**src/hdl/lmts_pkg.sv**
```systemverilog
`default_nettype none

package lmts_pkg;

    localparam int TIME_BITS_DEF = 20;
    localparam int CFG_ADDR_W    = 3;
    localparam int CFG_DATA_W    = 12;
    localparam int OUT_TIME_W    = 20;
    localparam logic [OUT_TIME_W-1:0] OUT_TIME_MAX = {OUT_TIME_W{1'b1}};

    // configuration register indexes
    typedef enum logic [CFG_ADDR_W-1:0] {
        REG_STEP_PERIOD = 3'd0,
        REG_FULL_SPEED  = 3'd1,
        REG_SPEED_INC   = 3'd2,
        REG_NUDGE_SPEED = 3'd3,
        REG_NUDGE_MS    = 3'd4
    } cfg_index_t;

    localparam logic [9:0]  STEP_PERIOD_RST = 10'd50;
    localparam logic [7:0]  FULL_SPEED_RST  = 8'd200;
    localparam logic [7:0]  SPEED_INC_RST   = 8'd10;
    localparam logic [7:0]  NUDGE_SPEED_RST = 8'd100;
    localparam logic [11:0] NUDGE_MS_RST    = 12'd600;

    // request kinds
    localparam logic [1:0] REQ_TICK      = 2'd0;
    localparam logic [1:0] REQ_CALIBRATE = 2'd1;
    localparam logic [1:0] REQ_TURN      = 2'd2;

    // drive modes
    localparam logic [1:0] DRIVE_RELEASE = 2'd0;
    localparam logic [1:0] DRIVE_RIGHT   = 2'd1;
    localparam logic [1:0] DRIVE_LEFT    = 2'd2;

    typedef struct packed {
        logic [9:0]  step_period_ms;
        logic [7:0]  full_speed;
        logic [7:0]  speed_increment;
        logic [7:0]  nudge_speed;
        logic [11:0] nudge_ms;
    } config_t;

    typedef struct packed {
        logic [1:0] req_type;
        logic       move_dir;
        logic       limit_left;
        logic       limit_right;
        logic       stall_seen;
    } request_t;

    typedef struct packed {
        logic [1:0]            drive_mode;
        logic [7:0]            drive_speed;
        logic                  busy_res;
        logic                  finished;
        logic                  error_code;
        logic                  turned_flag;
        logic [OUT_TIME_W-1:0] centre_time_ms;
    } result_t;

endpackage

`default_nettype wire

```
**src/hdl/lmts_cfg.sv**
```systemverilog
`default_nettype none

module lmts_cfg (
    input  wire logic                             clk,
    input  wire logic                             rst_n,
    input  wire logic                             cfg_we,
    input  wire logic [lmts_pkg::CFG_ADDR_W-1:0]  cfg_addr,
    input  wire logic [lmts_pkg::CFG_DATA_W-1:0]  cfg_wdata,
    output lmts_pkg::config_t                     cfg
);

    lmts_pkg::config_t cfg_reg;
    lmts_pkg::config_t cfg_next;

    always_comb
    begin
        cfg_next = cfg_reg;
        if (cfg_we)
        begin
            case (cfg_addr)
                lmts_pkg::REG_STEP_PERIOD: cfg_next.step_period_ms  = cfg_wdata[9:0];
                lmts_pkg::REG_FULL_SPEED:  cfg_next.full_speed      = cfg_wdata[7:0];
                lmts_pkg::REG_SPEED_INC:   cfg_next.speed_increment = cfg_wdata[7:0];
                lmts_pkg::REG_NUDGE_SPEED: cfg_next.nudge_speed     = cfg_wdata[7:0];
                lmts_pkg::REG_NUDGE_MS:    cfg_next.nudge_ms        = cfg_wdata[11:0];
                default:                   cfg_next = cfg_reg;
            endcase
        end
    end

    always_ff @(posedge clk or negedge rst_n)
    begin
        if (!rst_n)
        begin
            cfg_reg.step_period_ms  <= lmts_pkg::STEP_PERIOD_RST;
            cfg_reg.full_speed      <= lmts_pkg::FULL_SPEED_RST;
            cfg_reg.speed_increment <= lmts_pkg::SPEED_INC_RST;
            cfg_reg.nudge_speed     <= lmts_pkg::NUDGE_SPEED_RST;
            cfg_reg.nudge_ms        <= lmts_pkg::NUDGE_MS_RST;
        end
        else
        begin
            cfg_reg <= cfg_next;
        end
    end

    assign cfg = cfg_reg;

endmodule

`default_nettype wire

```
**src/hdl/lmts_core.sv**
```systemverilog
`default_nettype none

module lmts_core #(
    parameter int TIME_BITS = lmts_pkg::TIME_BITS_DEF
) (
    input  wire logic                clk,
    input  wire logic                rst_n,
    input  wire logic                step_en,
    input  wire lmts_pkg::request_t  req,
    input  wire lmts_pkg::config_t   cfg,
    output lmts_pkg::result_t        res
);

    typedef enum logic [2:0] {
        PH_IDLE,
        PH_RAMP,
        PH_FULL,
        PH_NUDGE,
        PH_CENTRE
    } phase_t;

    typedef struct packed {
        phase_t                 phase;
        logic                   dir;
        logic [7:0]             speed;
        logic [11:0]            step;
        logic [TIME_BITS-1:0]   trav;
        logic [TIME_BITS-1:0]   centre;
        logic                   cal;
        logic                   did_turn;
        logic                   leg;
        logic                   err;
        logic                   pulse;
    } seq_t;

    seq_t st_reg;
    seq_t st_next;

    function automatic seq_t do_finish(seq_t s, logic err);
        seq_t r;
        r       = s;
        r.phase = PH_IDLE;
        r.speed = '0;
        r.err   = err;
        r.cal   = 1'b0;
        r.leg   = 1'b0;
        r.pulse = 1'b1;
        return r;
    endfunction

    function automatic seq_t do_start_centre(seq_t s);
        seq_t r;
        r       = s;
        r.dir   = ~r.dir;
        r.trav  = r.centre;
        r.speed = '0;
        r.step  = '0;
        if (r.centre == '0)
            r = do_finish(r, 1'b0);
        else
            r.phase = PH_CENTRE;
        return r;
    endfunction

    function automatic seq_t do_end_cal(seq_t s);
        seq_t r;
        r        = s;
        r.centre = r.trav >> 1;
        return do_start_centre(r);
    endfunction

    function automatic seq_t do_leg_done(seq_t s, logic moved, logic ll, logic lr);
        seq_t r;
        r = s;
        if (r.cal)
        begin
            if (!r.leg)
            begin
                // first calibration leg done, start the timed traverse back
                r.leg  = 1'b1;
                r.trav = '0;
                r.dir  = ~r.dir;
                if (r.dir ? ll : lr)
                    r = do_end_cal(r);
                else
                begin
                    r.phase = PH_RAMP;
                    r.speed = '0;
                    r.step  = '0;
                end
            end
            else
                r = do_end_cal(r);
        end
        else if (moved)
            r = do_start_centre(r);
        else
            r = do_finish(r, 1'b0);
        return r;
    endfunction

    logic [11:0] step_inc;
    logic        step_hit;
    logic [8:0]  speed_sum;
    logic        lim;

    assign step_inc  = st_reg.step + 12'd1;
    assign step_hit  = step_inc >= {2'b00, cfg.step_period_ms};
    assign speed_sum = {1'b0, st_reg.speed} + {1'b0, cfg.speed_increment};
    assign lim       = st_reg.dir ? req.limit_left : req.limit_right;

    always_comb
    begin
        st_next       = st_reg;
        st_next.pulse = 1'b0;
        if (st_reg.phase == PH_IDLE && req.req_type == lmts_pkg::REQ_CALIBRATE)
        begin
            st_next.cal = 1'b1;
            st_next.leg = 1'b0;
            st_next.err = 1'b0;
            st_next.dir = ~req.limit_left;
            if (st_next.dir ? req.limit_left : req.limit_right)
                st_next = do_leg_done(st_next, 1'b0, req.limit_left, req.limit_right);
            else
            begin
                st_next.phase = PH_RAMP;
                st_next.speed = '0;
                st_next.step  = '0;
            end
        end
        else if (st_reg.phase == PH_IDLE && req.req_type == lmts_pkg::REQ_TURN)
        begin
            st_next.cal      = 1'b0;
            st_next.leg      = 1'b0;
            st_next.err      = 1'b0;
            st_next.dir      = req.move_dir;
            st_next.did_turn = !(req.move_dir ? req.limit_left : req.limit_right);
            if (!st_next.did_turn)
                st_next = do_finish(st_next, 1'b0);
            else
            begin
                st_next.phase = PH_RAMP;
                st_next.speed = '0;
                st_next.step  = '0;
            end
        end
        else if (req.req_type == lmts_pkg::REQ_TICK && st_reg.phase != PH_IDLE)
        begin
            // traverse time counts on the second calibration leg, saturating
            if (st_reg.phase != PH_CENTRE && st_reg.cal && st_reg.leg && st_reg.trav != '1)
                st_next.trav = st_reg.trav + 1'b1;
            case (st_reg.phase)
                PH_RAMP, PH_FULL:
                begin
                    st_next.step = step_hit ? 12'd0 : step_inc;
                    if (step_hit)
                    begin
                        if (req.stall_seen)
                            st_next = do_finish(st_next, 1'b1);
                        else if (lim)
                        begin
                            st_next.phase = PH_NUDGE;
                            st_next.speed = cfg.nudge_speed;
                            st_next.step  = '0;
                            if (cfg.nudge_ms == '0)
                                st_next = do_leg_done(st_next, 1'b1, req.limit_left,
                                                      req.limit_right);
                        end
                        else if (st_reg.phase == PH_RAMP)
                        begin
                            if (speed_sum > {1'b0, cfg.full_speed})
                            begin
                                st_next.phase = PH_FULL;
                                st_next.speed = cfg.full_speed;
                            end
                            else
                                st_next.speed = speed_sum[7:0];
                        end
                    end
                end
                PH_NUDGE:
                begin
                    st_next.step = step_inc;
                    if (step_inc >= cfg.nudge_ms)
                        st_next = do_leg_done(st_next, 1'b1, req.limit_left, req.limit_right);
                end
                PH_CENTRE:
                begin
                    st_next.trav = st_reg.trav - 1'b1;
                    if (st_next.trav == '0)
                        st_next = do_finish(st_next, 1'b0);
                    else
                    begin
                        st_next.step = step_hit ? 12'd0 : step_inc;
                        if (step_hit && speed_sum <= {1'b0, cfg.full_speed})
                            st_next.speed = speed_sum[7:0];
                    end
                end
                default:
                    st_next.phase = PH_IDLE;
            endcase
        end
    end

    always_ff @(posedge clk or negedge rst_n)
    begin
        if (!rst_n)
        begin
            st_reg.phase    <= PH_IDLE;
            st_reg.dir      <= 1'b0;
            st_reg.speed    <= '0;
            st_reg.step     <= '0;
            st_reg.trav     <= '0;
            st_reg.centre   <= '0;
            st_reg.cal      <= 1'b0;
            st_reg.did_turn <= 1'b0;
            st_reg.leg      <= 1'b0;
            st_reg.err      <= 1'b0;
            st_reg.pulse    <= 1'b0;
        end
        else if (step_en)
        begin
            st_reg <= st_next;
        end
    end

    logic [32:0] centre_ext;
    logic        active;

    assign centre_ext = 33'(st_next.centre);
    assign active     = st_next.phase != PH_IDLE;

    always_comb
    begin
        res.drive_mode  = !active ? lmts_pkg::DRIVE_RELEASE :
                          (st_next.dir ? lmts_pkg::DRIVE_LEFT : lmts_pkg::DRIVE_RIGHT);
        res.drive_speed = active ? st_next.speed : 8'd0;
        res.busy_res    = active;
        res.finished    = st_next.pulse;
        res.error_code  = st_next.err;
        res.turned_flag = st_next.did_turn;
        res.centre_time_ms = (centre_ext > 33'(lmts_pkg::OUT_TIME_MAX)) ?
                             lmts_pkg::OUT_TIME_MAX : centre_ext[lmts_pkg::OUT_TIME_W-1:0];
    end

endmodule

`default_nettype wire

```
**src/hdl/lock_motor_turn_sequencer_top.sv**
```systemverilog
// Lock motor turn sequencer. Each request on the slave stream is a one-millisecond
// tick carrying the limit switches and the stall flag, or a calibrate or turn
// command; every request yields exactly one status word on the master stream
// (drive mode and speed, busy, a finished pulse, the error of the last sequence,
// whether the last turn moved, and the calibrated centre time). Commands that
// arrive while a sequence runs only report status. One request is taken every
// clock cycle unless the full result register is stalled; it passes one input
// register, then one sequencer pass into the result register. Configuration
// writes take effect on the next cycle and belong to idle periods.
`default_nettype none

module lock_motor_turn_sequencer_top #(
    parameter int TIME_BITS = lmts_pkg::TIME_BITS_DEF
) (
    input  wire logic                             clk,
    input  wire logic                             rst_n,
    input  wire logic                             s_tvalid,
    output logic                                  s_tready,
    // move_dir, limit_left, limit_right, stall_seen, zero fill
    input  wire logic [7:0]                       s_tdata,
    // req_type
    input  wire logic [1:0]                       s_tuser,
    output logic                                  m_tvalid,
    input  wire logic                             m_tready,
    // drive_mode, drive_speed, busy_res, finished, error_code, turned_flag,
    // centre_time_ms, zero fill
    output logic [39:0]                           m_tdata,
    input  wire logic                             cfg_we,
    input  wire logic [lmts_pkg::CFG_ADDR_W-1:0]  cfg_addr,
    input  wire logic [lmts_pkg::CFG_DATA_W-1:0]  cfg_wdata
);

    lmts_pkg::config_t  cfg;
    lmts_pkg::request_t in_req_reg;
    lmts_pkg::request_t in_req_next;
    logic               in_valid_reg;
    logic               in_valid_next;
    lmts_pkg::result_t  out_res_reg;
    lmts_pkg::result_t  out_res_next;
    logic               out_valid_reg;
    logic               out_valid_next;
    lmts_pkg::result_t  core_res;
    logic               advance;
    logic               s_take;

    lmts_cfg u_cfg (
        .clk       (clk),
        .rst_n     (rst_n),
        .cfg_we    (cfg_we),
        .cfg_addr  (cfg_addr),
        .cfg_wdata (cfg_wdata),
        .cfg       (cfg)
    );

    lmts_core #(
        .TIME_BITS (TIME_BITS)
    ) u_core (
        .clk     (clk),
        .rst_n   (rst_n),
        .step_en (advance),
        .req     (in_req_reg),
        .cfg     (cfg),
        .res     (core_res)
    );

    // request moves on when the result register is free or being drained
    assign advance  = in_valid_reg && (!out_valid_reg || m_tready);
    assign s_tready = !in_valid_reg || advance;
    assign s_take   = s_tvalid && s_tready;

    always_comb
    begin
        in_req_next   = in_req_reg;
        in_valid_next = in_valid_reg;
        if (s_take)
        begin
            in_req_next.req_type    = s_tuser;
            in_req_next.move_dir    = s_tdata[0];
            in_req_next.limit_left  = s_tdata[1];
            in_req_next.limit_right = s_tdata[2];
            in_req_next.stall_seen  = s_tdata[3];
            in_valid_next           = 1'b1;
        end
        else if (advance)
        begin
            in_valid_next = 1'b0;
        end

        out_res_next   = out_res_reg;
        out_valid_next = out_valid_reg;
        if (advance)
        begin
            out_res_next   = core_res;
            out_valid_next = 1'b1;
        end
        else if (m_tready)
        begin
            out_valid_next = 1'b0;
        end
    end

    always_ff @(posedge clk or negedge rst_n)
    begin
        if (!rst_n)
        begin
            in_valid_reg  <= 1'b0;
            out_valid_reg <= 1'b0;
        end
        else
        begin
            in_valid_reg  <= in_valid_next;
            out_valid_reg <= out_valid_next;
        end
    end

    always_ff @(posedge clk)
    begin
        in_req_reg  <= in_req_next;
        out_res_reg <= out_res_next;
    end

    assign m_tvalid = out_valid_reg;
    assign m_tdata  = {6'd0,
                       out_res_reg.centre_time_ms,
                       out_res_reg.turned_flag,
                       out_res_reg.error_code,
                       out_res_reg.finished,
                       out_res_reg.busy_res,
                       out_res_reg.drive_speed,
                       out_res_reg.drive_mode};

    a_finish_idle: assert property (@(posedge clk) disable iff (!rst_n)
        out_valid_reg && out_res_reg.finished |-> !out_res_reg.busy_res)
        else $error("finished pulse while still busy");

    a_idle_released: assert property (@(posedge clk) disable iff (!rst_n)
        out_valid_reg && !out_res_reg.busy_res |->
            out_res_reg.drive_mode == lmts_pkg::DRIVE_RELEASE && out_res_reg.drive_speed == 8'd0)
        else $error("motor driven while idle");

    a_ready_when_empty: assert property (@(posedge clk) disable iff (!rst_n)
        !out_valid_reg |-> s_tready)
        else $error("input stalled with empty result register");

    a_result_follows: assert property (@(posedge clk) disable iff (!rst_n)
        advance |=> out_valid_reg)
        else $error("processed request produced no result");

endmodule

`default_nettype wire

```
**config.mk**
```make
export PLATFORM = sky130hd
export DESIGN_NAME = lock_motor_turn_sequencer_top
export DESIGN_NICKNAME = d
export VERILOG_FILES = /design/src/hdl/lmts_pkg.sv /design/src/hdl/lmts_cfg.sv /design/src/hdl/lmts_core.sv /design/src/hdl/lock_motor_turn_sequencer_top.sv
export SDC_FILE = /design/constraint.sdc
export NUM_CORES = 1
export LEC_CHECK = 0
export BUFFER_PORTS_ARGS = -buffer_cell sky130_fd_sc_hd__buf_2
export CORE_MARGIN = 2
export CORE_UTILIZATION = 45
export CTS_BUF_LIST = sky130_fd_sc_hd__clkbuf_4 sky130_fd_sc_hd__clkbuf_8
export DETAILED_ROUTE_END_ITERATION = 7
export SLEW_MARGIN = 25
export SYNTH_ARGS = -nofsm -noshare
export SYNTH_HDL_FRONTEND = slang
export SYNTH_SLANG_ARGS = --single-unit
```
**constraint.sdc**
```tcl
create_clock -name clk -period 3.85 [get_ports clk]
set_input_delay 0.5775 -clock clk [delete_from_list [all_inputs] [get_ports clk]]
set_output_delay 0.5775 -clock clk [all_outputs]
set_load 0.05 [all_outputs]
```
==> results.py, run 1 <==
metrics = {
    "clocking": {
        "cts.sinks": 156,
        "tritoncts": "done",
        "clk_path_buf_depth": 2,
        "worstSkewPairLatency_ps": 500,
        "cts_hold_buffers": 0,
        "htreeDepth": 4,
        "cts_made_buffers": 17,
        "cts.clk_slew.worst_paths_ps": 100,
        "cts_root_buffer": "clkbuf_8",
    },
    "setup_path": {
        "path_depth": 19,
        "arrival_ps": 4300,
        "cp.required_ps": 4180,
        "crit_type": "flip-flop to flip-flop",
        "cp_max_fo": 5,
        "critPathMaxStageDelay_ps": 550,
        "cp_cell_sequence": "inv_2, fa_2, nor2b_2, o21ai_2, a21boi_2, o31a_1, a21oi_2, ha_1, buf_6, o21a_1, o21ai_2, a211o_1, nand3_2, buf_6, buf_6, mux2i_1, a21oi_1, or4_1, a211oi_2",
        "worstSetupStartpointType": "flip-flop",
        "reg2reg_depth": 19,
        "end_kind": "flip-flop",
        "cp_common_cell": "buf_6",
        "crit_family": "compound AO/OA/AOI/OAI gates",
        "cpMaxStageDelayCell": "dfstp_2",
        "worst-path-buf-inv": 4,
    },
    "synth": {
        "ys_warn_count": 0,
        "syn_area_sq_um": 10580,
        "netlist_instances": 1221,
        "ys_seq_area_share_pct": 38.97,
        "synth-edff-count": 40,
        "synth_cell_type_count": 81,
        "async_reset_ff_share_pct": 74.36,
        "avgSynthCellArea_sq_um": 8.664,
        "synth_ff_type": "dfrtp_1",
        "yosys_register_bits": 156,
    },
    "timing": {
        "rsz0062_at_grt": "true",
        "fin_skew_ps": 41.48,
        "slew_headroom_pct": 41.53,
        "fin_tns_setup_ps": -469.9,
        "hold_viol_final": 0,
        "worstMarginPinSlew_ps": 873.2,
        "worst_slack_ps": -121.5,
        "slew_viol_final": 0,
        "period_share_pct": 103.2,
        "setup_violations": 11,
        "max_clock_freq_ghz": 0.2518,
        "fin_crit_ps": 3972,
    },
    "finish": {
        "largest_reg_flops": 68,
        "diodes": 0,
        "ff_latch_area_sq_um": 4123,
        "drive_above_1_share_pct": 27.43,
        "area_growth_pct": 22.89,
        "multiInputGateArea_sq_um": 6197,
        "fill_cells": 2215,
        "num-nets-final": 1478,
    },
    "floorplan": {
        "num_rows": 56,
        "die-area_sq_um": 24750,
        "die_w_microns": 157.3,
        "start_util_pct": 45.48,
        "dieHeight_microns": 157.3,
        "pin_count": 72,
        "coreArea_sq_um": 23260,
    },
    "global_routing": {
        "grt_pass1_vias": 10207,
        "met3_usage_pct": 5.452,
        "grt_max_degree": 69,
        "grt_pass1_wl_microns": 57640,
        "use_met1_pct": 41.15,
        "busiest_layer": "met2",
        "grt_overflow_total": 0,
        "grt_usage_pct": 30.34,
        "grt_antenna_before_repair": 0,
        "grt_use_met2_pct": 48.22,
    },
    "status": {
        "violations": "setup timing",
        "status": "finished, violations left",
    },
    "placed_design": {
        "hpwlAfterDp_microns": 27610,
        "port_buffers": 61,
        "post-place-ws_ps": -313.2,
        "gp_congestion": 0.9559,
    },
    "route": {
        "wl_per_cell_microns": 20.82,
        "vias": 10458,
        "drtPass1Iterations": 7,
        "antenna_left": 0,
        "wl_microns": 36160,
        "drt_iter0_drc": 969,
        "remaining_drc_errors": 0,
        "viasPerCell": 6.021,
    },
    "pwr": {
        "p_comb_share_pct": 49.6,
        "seq_power_share_pct": 30.9,
        "netSwitchingPower_mw": 3.070,
        "sw_frac_of_total_pct": 44.01,
        "p_leak_nw": 5.522,
        "power_density_nw_per_um2": 536.6,
        "power_frac_clock_pct": 19.5,
        "internal_power_mw": 3.906,
        "max-vdd-ir-drop_mv": 0.2661,
    },
    "hold_path": {
        "hp-class": "primary input to async pin",
    },
    "flow_run": {
        "drv_cap": 0,
    },
}
[worst paths after layout]
check                                               start                        end  slack (ps)
worst max-delay path            u_cfg.cfg[21]$_DFFE_PN1P_   m_tdata[3]$_SDFFCE_PN0P_        -120
worst min-delay path                                rst_n  u_cfg.cfg[12]$_DFFE_PN0P_         100
worst max register to register  u_cfg.cfg[21]$_DFFE_PN1P_   m_tdata[3]$_SDFFCE_PN0P_        -120
worst min register to register  u_cfg.cfg[40]$_DFFE_PN1P_  u_cfg.cfg[40]$_DFFE_PN1P_         510
max in group asynchronous                           rst_n   u_cfg.cfg[4]$_DFFE_PN1P_        2890
min in group clk                               s_tdata[2]    in_req_reg[1]$_DFFE_PP_         280
[Yosys cell counts (9+ instances only)]
cell / count / area [sq um]
nand2_1: 155 / 581.8
o21ai_0: 119 / 595.6
dfrtp_1: 101 / 2527
nor2_1: 92 / 345.3
inv_1: 59 / 221.5
a21oi_1: 58 / 290.3
clkbuf_1: 44 / 165.2
ha_1: 42 / 525.5
edfxtp_1: 40 / 1201
nand3_1: 37 / 185.2
nor3_1: 28 / 140.1
xnor2_1: 27 / 236.5
mux2_2: 22 / 247.7
nand4_1: 22 / 137.6
a211oi_1: 21 / 157.7
buf_2: 19 / 95.09
nor4_1: 18 / 112.6
and2_1: 16 / 100.1
o2bb2ai_1: 16 / 140.1
xor2_1: 16 / 140.1
dfstp_2: 15 / 394.1
mux2i_1: 15 / 150.1
nand2b_1: 14 / 87.58
a21o_1: 12 / 90.09
a31oi_1: 12 / 75.07
and3_1: 12 / 75.07
o22ai_1: 10 / 62.56
or2_2: 10 / 62.56
a22oi_1: 9 / 67.56
buf_4: 9 / 67.56
o21a_1: 9 / 67.56
[area by class of cell]
cell class                 count  share of cell area [%]
tap                          319                   3.070
clock buffer                  18                   1.858
multi-input combinational    938                   47.67
sequential                   156                   31.71
timing repair buffer         233                   12.64
inverter                      59                   1.704
clock inverter                14                   1.347
[worst reg2reg max path, stage by stage (launching register included)]
cell and delay [ps]:
dfstp_2 550, inv_2 40, fa_2 400, nor2b_2 130, o21ai_2 70, a21boi_2 200
o31a_1 160, a21oi_2 50, ha_1 330, buf_6 120, o21a_1 130, o21ai_2 50
a211o_1 300, nand3_2 90, buf_6 120, buf_6 90, mux2i_1 180, a21oi_1 100
or4_1 510, a211oi_2 200
[routing by layer]
layer  part of all wire, %  vias to the layer above
met2                    46                      453
met1                    44                     5076
li1                      -                     4845
met3                   6.9                       84
met5                     0                        -
met4                   3.4                        0
[repair_timing]
| action | in CTS | in global routing |
|---|---|---|
| buffers inserted | 11 | 4 |
| pin swaps | 8 | 14 |
| setup endpoints to repair | 24 | 60 |
| cloned | 1 | 0 |
| gates resized for setup | 26 | 53 |
[cell families after synthesis]
family	synth area share, %
xor gates and xnor gates	3.560
adders and majority gates	5.157
DFF	38.97
AOI/OAI and AO/OA	22.74
other	0.03545
muxes	3.761
and+or+nand+nor	20.54
buffers and inverters	5.228
[power by group through the flow]
stage               combinational, mW  sequential, mW  clock, mW
finish                           3.46            2.16       1.36
CTS                              3.33            2.15       1.38
detailed placement               3.21            2.18          0
global route                     3.73            2.18       1.44
global placement                 3.18            2.18          0
floorplan                        1.95            2.24          0
[per-stage QoR]
stage	hold WS (ps)	std cells	instance area, sq um	utilization, %	power, mW
after floorplan	281.9	1226	10600	-	4.188
after CTS	133.5	1734	12780	54.94	6.860
after global placement	459.1	1691	12190	52.42	5.364
after global routing	144.0	1737	13000	55.88	7.353
final	101.0	1737	13000	55.88	6.975
after detailed placement	487.0	1691	12190	52.42	5.393
[cell usage in the layout (no fill, tap or decap), types with 26 or more instances in the layout]
| cell type | Yosys | layout |
|---|---|---|
| inv_1 | 59 | 57 |
| a21oi_1 | 58 | 52 |
| o21ai_0 | 119 | 107 |
| buf_4 | 9 | 166 |
| ha_1 | 42 | 42 |
| dfrtp_1 | 101 | 101 |
| nand3_1 | 37 | 34 |
| nand2_1 | 155 | 152 |
| buf_2 | 19 | 60 |
| nor2_1 | 92 | 86 |
| edfxtp_1 | 40 | 40 |
| xnor2_1 | 27 | 26 |
Power figures use the tool's default switching activity.
==> run 2: changes to the inputs <==
SETUP_SLACK_MARGIN = 0.15   (was unset)
SKIP_CTS_REPAIR_TIMING = 1   (was unset)
==> results.py, run 2 (same netlist as run 1, synthesis figures left out) <==
metrics = {
    "status": {
        "status": "finished, violations left",
        "violations": "setup timing",
    },
    "clocking": {
        "worstSkewPairLatency_ps": 490,
        "tritoncts": "done",
        "htreeDepth": 4,
        "cts_made_buffers": 17,
        "cts.sinks": 156,
        "cts_root_buffer": "clkbuf_8",
        "cts.clk_slew.worst_paths_ps": 110,
        "clk_path_buf_depth": 2,
    },
    "timing": {
        "fin_skew_ps": 19.78,
        "fin_crit_ps": 4019,
        "rsz0062_at_grt": "true",
        "hold_viol_final": 0,
        "period_share_pct": 104.4,
        "max_clock_freq_ghz": 0.2488,
        "fin_tns_setup_ps": -1324,
        "worstMarginPinSlew_ps": 802.3,
        "setup_violations": 12,
        "slew_viol_final": 0,
        "slew_headroom_pct": 45.13,
        "worst_slack_ps": -168.9,
    },
    "finish": {
        "num-nets-final": 1472,
        "fill_cells": 2169,
        "drive_above_1_share_pct": 29.75,
        "ff_latch_area_sq_um": 4123,
        "area_growth_pct": 25.53,
        "largest_reg_flops": 68,
        "multiInputGateArea_sq_um": 6464,
        "final_cell_mix": "148 x buf_4, 137 x nand2_1, 101 x dfrtp_1, 89 x o21ai_0, 88 x nor2_1",
        "final-instance-count-excl-fill": 1732,
        "fin_area_sq_um": 13280,
        "final_common_cell": "buf_4",
    },
    "global_routing": {
        "grt_max_degree": 65,
        "grt_pass1_vias": 9704,
        "grt_pass1_wl_microns": 54790,
        "grt_antenna_before_repair": 1,
        "grt_overflow_total": 0,
        "grt_usage_pct": 28.81,
    },
    "setup_path": {
        "cpMaxStageDelayCell": "dfstp_2",
        "r2r_start": "u_cfg.cfg[21]$_DFFE_PN1P_",
        "end_kind": "flip-flop",
        "rrSetupSlack_ps": -170,
        "cp_cell_sequence": "inv_2, fa_2, nor2b_2, o21ai_2, a21boi_2, o21ai_2, a21oi_2, ha_4, a22o_1, nor3_1, a211o_1, nand3_2, buf_6, a311o_1, a22oi_2, a311oi_2, buf_4, buf_8, buf_12, nor2b_1",
        "cp_common_cell": "o21ai_2",
        "worstSetupStartpointType": "flip-flop",
        "critPathMaxStageDelay_ps": 550,
        "crit_type": "flip-flop to flip-flop",
        "cp.required_ps": 4200,
        "cp_max_fo": 6,
        "crit_start": "u_cfg.cfg[21]$_DFFE_PN1P_",
        "arrival_ps": 4370,
    },
    "route": {
        "met3_length_microns": 2390,
        "wl_microns": 35420,
        "drt_iter0_drc": 991,
        "vias": 10363,
        "route.met2.wl_microns": 16300,
        "viasPerCell": 5.983,
        "top_layer": "met4",
        "drtPass1Iterations": 8,
        "wl_met1_microns": 15550,
        "antenna_left": 0,
        "remaining_drc_errors": 0,
        "wl_per_cell_microns": 20.45,
    },
    "placed_design": {
        "hpwlAfterDp_microns": 26300,
        "post-place-ws_ps": -164.7,
        "post_dp_cell_area_sq_um": 12130,
        "gp_congestion": 1.007,
        "port_buffers": 61,
        "dp_cells": 1676,
    },
    "floorplan": {
        "die_w_microns": 157.3,
        "coreArea_sq_um": 23260,
        "pin_count": 72,
        "start_util_pct": 45.48,
        "num_rows": 56,
        "dieHeight_microns": 157.3,
        "die-area_sq_um": 24750,
    },
    "pwr": {
        "p_leak_nw": 5.642,
        "power_density_nw_per_um2": 525.5,
        "finalPower_mw": 6.979,
        "max-vdd-ir-drop_mv": 0.2441,
    },
    "flow_run": {
        "drv_cap": 0,
    },
    "hold_path": {
        "hp-class": "primary input to async pin",
    },
}
-- run 2: cell types whose count changed in the layout (fill, tap and decap cells not counted), moves of 5 or more --
cell	before	now
nand2_4	0	9
buf_4	166	148
o21ai_2	7	16
buf_6	5	11
o21ai_1	9	16
nand2_1	152	137
nand2_2	3	9
o21ai_0	107	89
nor2_2	7	2
-- run 2: metrics by stage --
stage | utilization, % | hold slack (ps)
finish | 57.09 | 130.4
global placement | 52.11 | 454.8
CTS | 53.70 | 149.0
detailed placement | 52.13 | 486.1
global route | 57.08 | 171.4
floorplan | - | 281.9
-- run 2: where the power goes --
group | switching [mW] | internal [mW] | total [mW]
Sequential | 0.192 | 1.98 | 2.17
Combinational | 2.16 | 1.42 | 3.58
Clock | 0.747 | 0.479 | 1.23
-- run 2: routing by layer --
layer / vias up / global-route usage (%)
met1: 5006 / 39.54
met3: 82 / 5.396
met2: 437 / 45.66
li1: 4838 / -
met4: 0 / 9.957
met5: - / 0
-- run 2: cell type report --
| class | count | area share (%) |
|---|---|---|
| Clock inverter | 14 | 0.9327 |
| Inverter | 59 | 1.705 |
| Clock buffer | 18 | 1.818 |
| Timing Repair Buffer | 227 | 12.80 |
| Tap cell | 319 | 3.005 |
| Multi-Input combinational cell | 938 | 48.67 |
| Antenna cell | 1 | 0.01884 |
| Sequential cell | 156 | 31.04 |
-- run 2: worst paths after layout --
path                                           endpoint  cells after the start
setup reg to reg               m_tdata[0]$_SDFFCE_PN0P_                     20
max in group asynchronous     u_cfg.cfg[37]$_DFFE_PN1P_                      2
hold / removal                u_cfg.cfg[16]$_DFFE_PN0P_                      1
hold reg to reg            u_core.st_reg[3]$_DFFE_PN0P_                      2
setup / recovery               m_tdata[0]$_SDFFCE_PN0P_                     20
min in group clk                in_req_reg[2]$_DFFE_PP_                      1
-- run 2: critical path, delay by kind of cell (launching register included) --
kind	cells	cell delay, ps
AO/OA/AOI/OAI	9	1600
adder cells (fa/ha/maj)	2	610
buffers and inverters	5	630
flip-flops	1	550
AND/OR/NAND/NOR	4	500
==> run 3: changes to the inputs <==
--- a/config.mk
+++ b/config.mk
@@ -8,6 +8,8 @@
 export BUFFER_PORTS_ARGS = -buffer_cell sky130_fd_sc_hd__buf_2
+export CAP_MARGIN = 20
 export CORE_MARGIN = 2
-export CORE_UTILIZATION = 45
+export CORE_UTILIZATION = 57
 export CTS_BUF_LIST = sky130_fd_sc_hd__clkbuf_4 sky130_fd_sc_hd__clkbuf_8
 export DETAILED_ROUTE_END_ITERATION = 7
+export PLACE_DENSITY = 0.79
 export SETUP_SLACK_MARGIN = 0.15
==> constraint.sdc (replaced) <==
create_clock -name clk -period 3.85 [get_ports clk]
set_input_delay 0.385 -clock clk [delete_from_list [all_inputs] [get_ports clk]]
set_output_delay 0.385 -clock clk [all_outputs]
set_load 0.05 [all_outputs]
==> results.py, run 3 (same netlist as run 1, synthesis figures left out) <==
metrics = {
    "global_routing": {
        "grt_usage_pct": 34.10,
        "grt_max_degree": 71,
        "grt_pass1_vias": 9585,
        "grt_pass1_wl_microns": 52510,
        "grt_overflow_total": 0,
        "grt_antenna_before_repair": 1,
    },
    "clocking": {
        "htreeDepth": 4,
        "cts_made_buffers": 17,
        "cts.clk_slew.worst_paths_ps": 100,
        "cts.sinks": 156,
        "clk_path_buf_depth": 2,
        "cts_root_buffer": "clkbuf_8",
        "tritoncts": "done",
        "worstSkewPairLatency_ps": 470,
    },
    "pwr": {
        "p_comb_share_pct": 49.1,
        "finalPower_mw": 6.985,
        "p_leak_nw": 5.393,
        "power_density_nw_per_um2": 548.4,
        "sw_frac_of_total_pct": 43.47,
        "internal_power_mw": 3.949,
        "netSwitchingPower_mw": 3.037,
        "max-vdd-ir-drop_mv": 0.4347,
        "power_frac_clock_pct": 19.6,
        "seq_power_share_pct": 31.3,
    },
    "finish": {
        "final_common_cell": "nand2_1",
        "final_cell_mix": "151 x nand2_1, 122 x buf_4, 99 x o21ai_0, 96 x dfrtp_1, 88 x nor2_1",
        "largest_reg_flops": 68,
        "num-nets-final": 1434,
        "area_growth_pct": 20.40,
        "diodes": 0,
        "drive_above_1_share_pct": 26.86,
        "fill_cells": 1376,
    },
    "floorplan": {
        "die_w_microns": 140.2,
        "pin_count": 72,
        "die-area_sq_um": 19670,
        "coreArea_sq_um": 18090,
        "num_rows": 49,
        "dieHeight_microns": 140.2,
        "start_util_pct": 58.49,
    },
    "route": {
        "remaining_drc_errors": 0,
        "wl_microns": 34290,
        "antenna_left": 0,
        "wl_per_cell_microns": 21.39,
        "viasPerCell": 6.507,
        "drtPass1Iterations": 7,
        "drt_iter0_drc": 1278,
        "vias": 10430,
    },
    "setup_path": {
        "worst-path-buf-inv": 3,
        "r2r_end": "m_tdata[1]$_SDFFCE_PN0P_",
        "cp_max_fo": 6,
        "path_depth": 19,
        "end_kind": "flip-flop",
        "crit_type": "flip-flop to flip-flop",
        "arrival_ps": 4320,
        "cp.required_ps": 4080,
        "crit_family": "compound AO/OA/AOI/OAI gates",
        "worstSetupStartpointType": "flip-flop",
        "cp_cell_sequence": "ha_2, inv_2, fa_2, nor2b_2, o21ai_2, a21boi_2, o31a_1, a21oi_2, ha_1, a22o_1, nor3_2, a211o_1, nand3_2, buf_6, a21oi_4, o21ai_2, a311oi_2, buf_4, nor2_1",
        "critPathMaxStageDelay_ps": 390,
        "reg2reg_depth": 19,
        "rrSetupSlack_ps": -250,
        "cp_common_cell": "o21ai_2",
        "r2r_start": "u_cfg.cfg[20]$_DFFE_PN0P_",
        "cpMaxStageDelayCell": "a311oi_2",
    },
    "placed_design": {
        "gp_congestion": 1.039,
        "post-place-ws_ps": -139.9,
        "port_buffers": 61,
        "hpwlAfterDp_microns": 24940,
    },
    "timing": {
        "worstMarginPinSlew_ps": 921.4,
        "whs_ps": 41.35,
        "fin_tns_setup_ps": -2664,
        "period_share_pct": 106.4,
        "worst_slack_ps": -246.4,
        "slew_viol_final": 0,
        "fin_crit_ps": 4096,
        "setup_violations": 14,
        "slew_headroom_pct": 38.58,
        "fin_skew_ps": 20.93,
        "rsz0062_at_grt": "true",
        "hold_viol_final": 0,
        "max_clock_freq_ghz": 0.2441,
    },
    "status": {
        "status": "finished, violations left",
        "violations": "setup timing",
    },
    "hold_path": {
        "hp-class": "primary input to async pin",
    },
    "flow_run": {
        "drv_cap": 0,
    },
}
run 3: final cells by class:
type	instances	area [sq um]	area share [%]
Tap cell	229	286.5	2.250
Inverter	59	221.5	1.739
Clock inverter	15	198.9	1.562
Timing Repair Buffer	189	1299	10.20
Multi-Input combinational cell	938	6369	50.00
Clock buffer	17	234.0	1.837
Sequential cell	156	4129	32.42
run 3: stage by stage:
step	cell area [sq um]	cells	utilization [%]
6_report	12740	1603	70.43
5_1_grt	12740	1603	70.43
4_1_cts	12180	1588	67.34
3_5_place_dp	11750	1556	64.95
3_3_place_gp	11750	1556	64.95
2_1_floorplan	10640	1226	-
run 3: how the worst max path moves through the flow:
| stage | from | endpoint |
|---|---|---|
| floorplan | u_core.st_reg[57]$_DFFE_PN0P_ | m_tdata[2]$_SDFFCE_PN0P_ |
| global placement | u_cfg.cfg[20]$_DFFE_PN0P_ | m_tdata[6]$_SDFFCE_PN0P_ |
| detailed placement | u_cfg.cfg[20]$_DFFE_PN0P_ | m_tdata[9]$_SDFFCE_PN0P_ |
| CTS | u_cfg.cfg[20]$_DFFE_PN0P_ | m_tdata[9]$_SDFFCE_PN0P_ |
| global route | u_cfg.cfg[20]$_DFFE_PN0P_ | m_tdata[6]$_SDFFCE_PN0P_ |
| finish | u_cfg.cfg[20]$_DFFE_PN0P_ | m_tdata[1]$_SDFFCE_PN0P_ |
run 3: metal layers:
layer,wire length [microns],up-vias,GRT usage [%]
met5,0,-,0
met1,13900,4877,47.25
met2,15070,703,50.90
li1,-,4741,-
met3,4058,109,10.02
met4,1253,0,12.76
run 3: worst reg2reg max path: cells and delay by family, from the launching register on:
kind | cells | cell delay, ps
compound gates | 9 | 1610
fa+ha+maj | 3 | 880
flops | 1 | 380
buf+inv | 3 | 450
simple gates | 4 | 530
run 3: power groups by stage:
stage	Sequential [mW]	Clock [mW]	Combinational, mW
2_1_floorplan	2.24	0	1.96
3_3_place_gp	2.19	0	3.02
3_5_place_dp	2.20	0	3.06
4_1_cts	2.17	1.38	3.08
5_1_grt	2.21	1.45	3.67
6_report	2.19	1.37	3.43
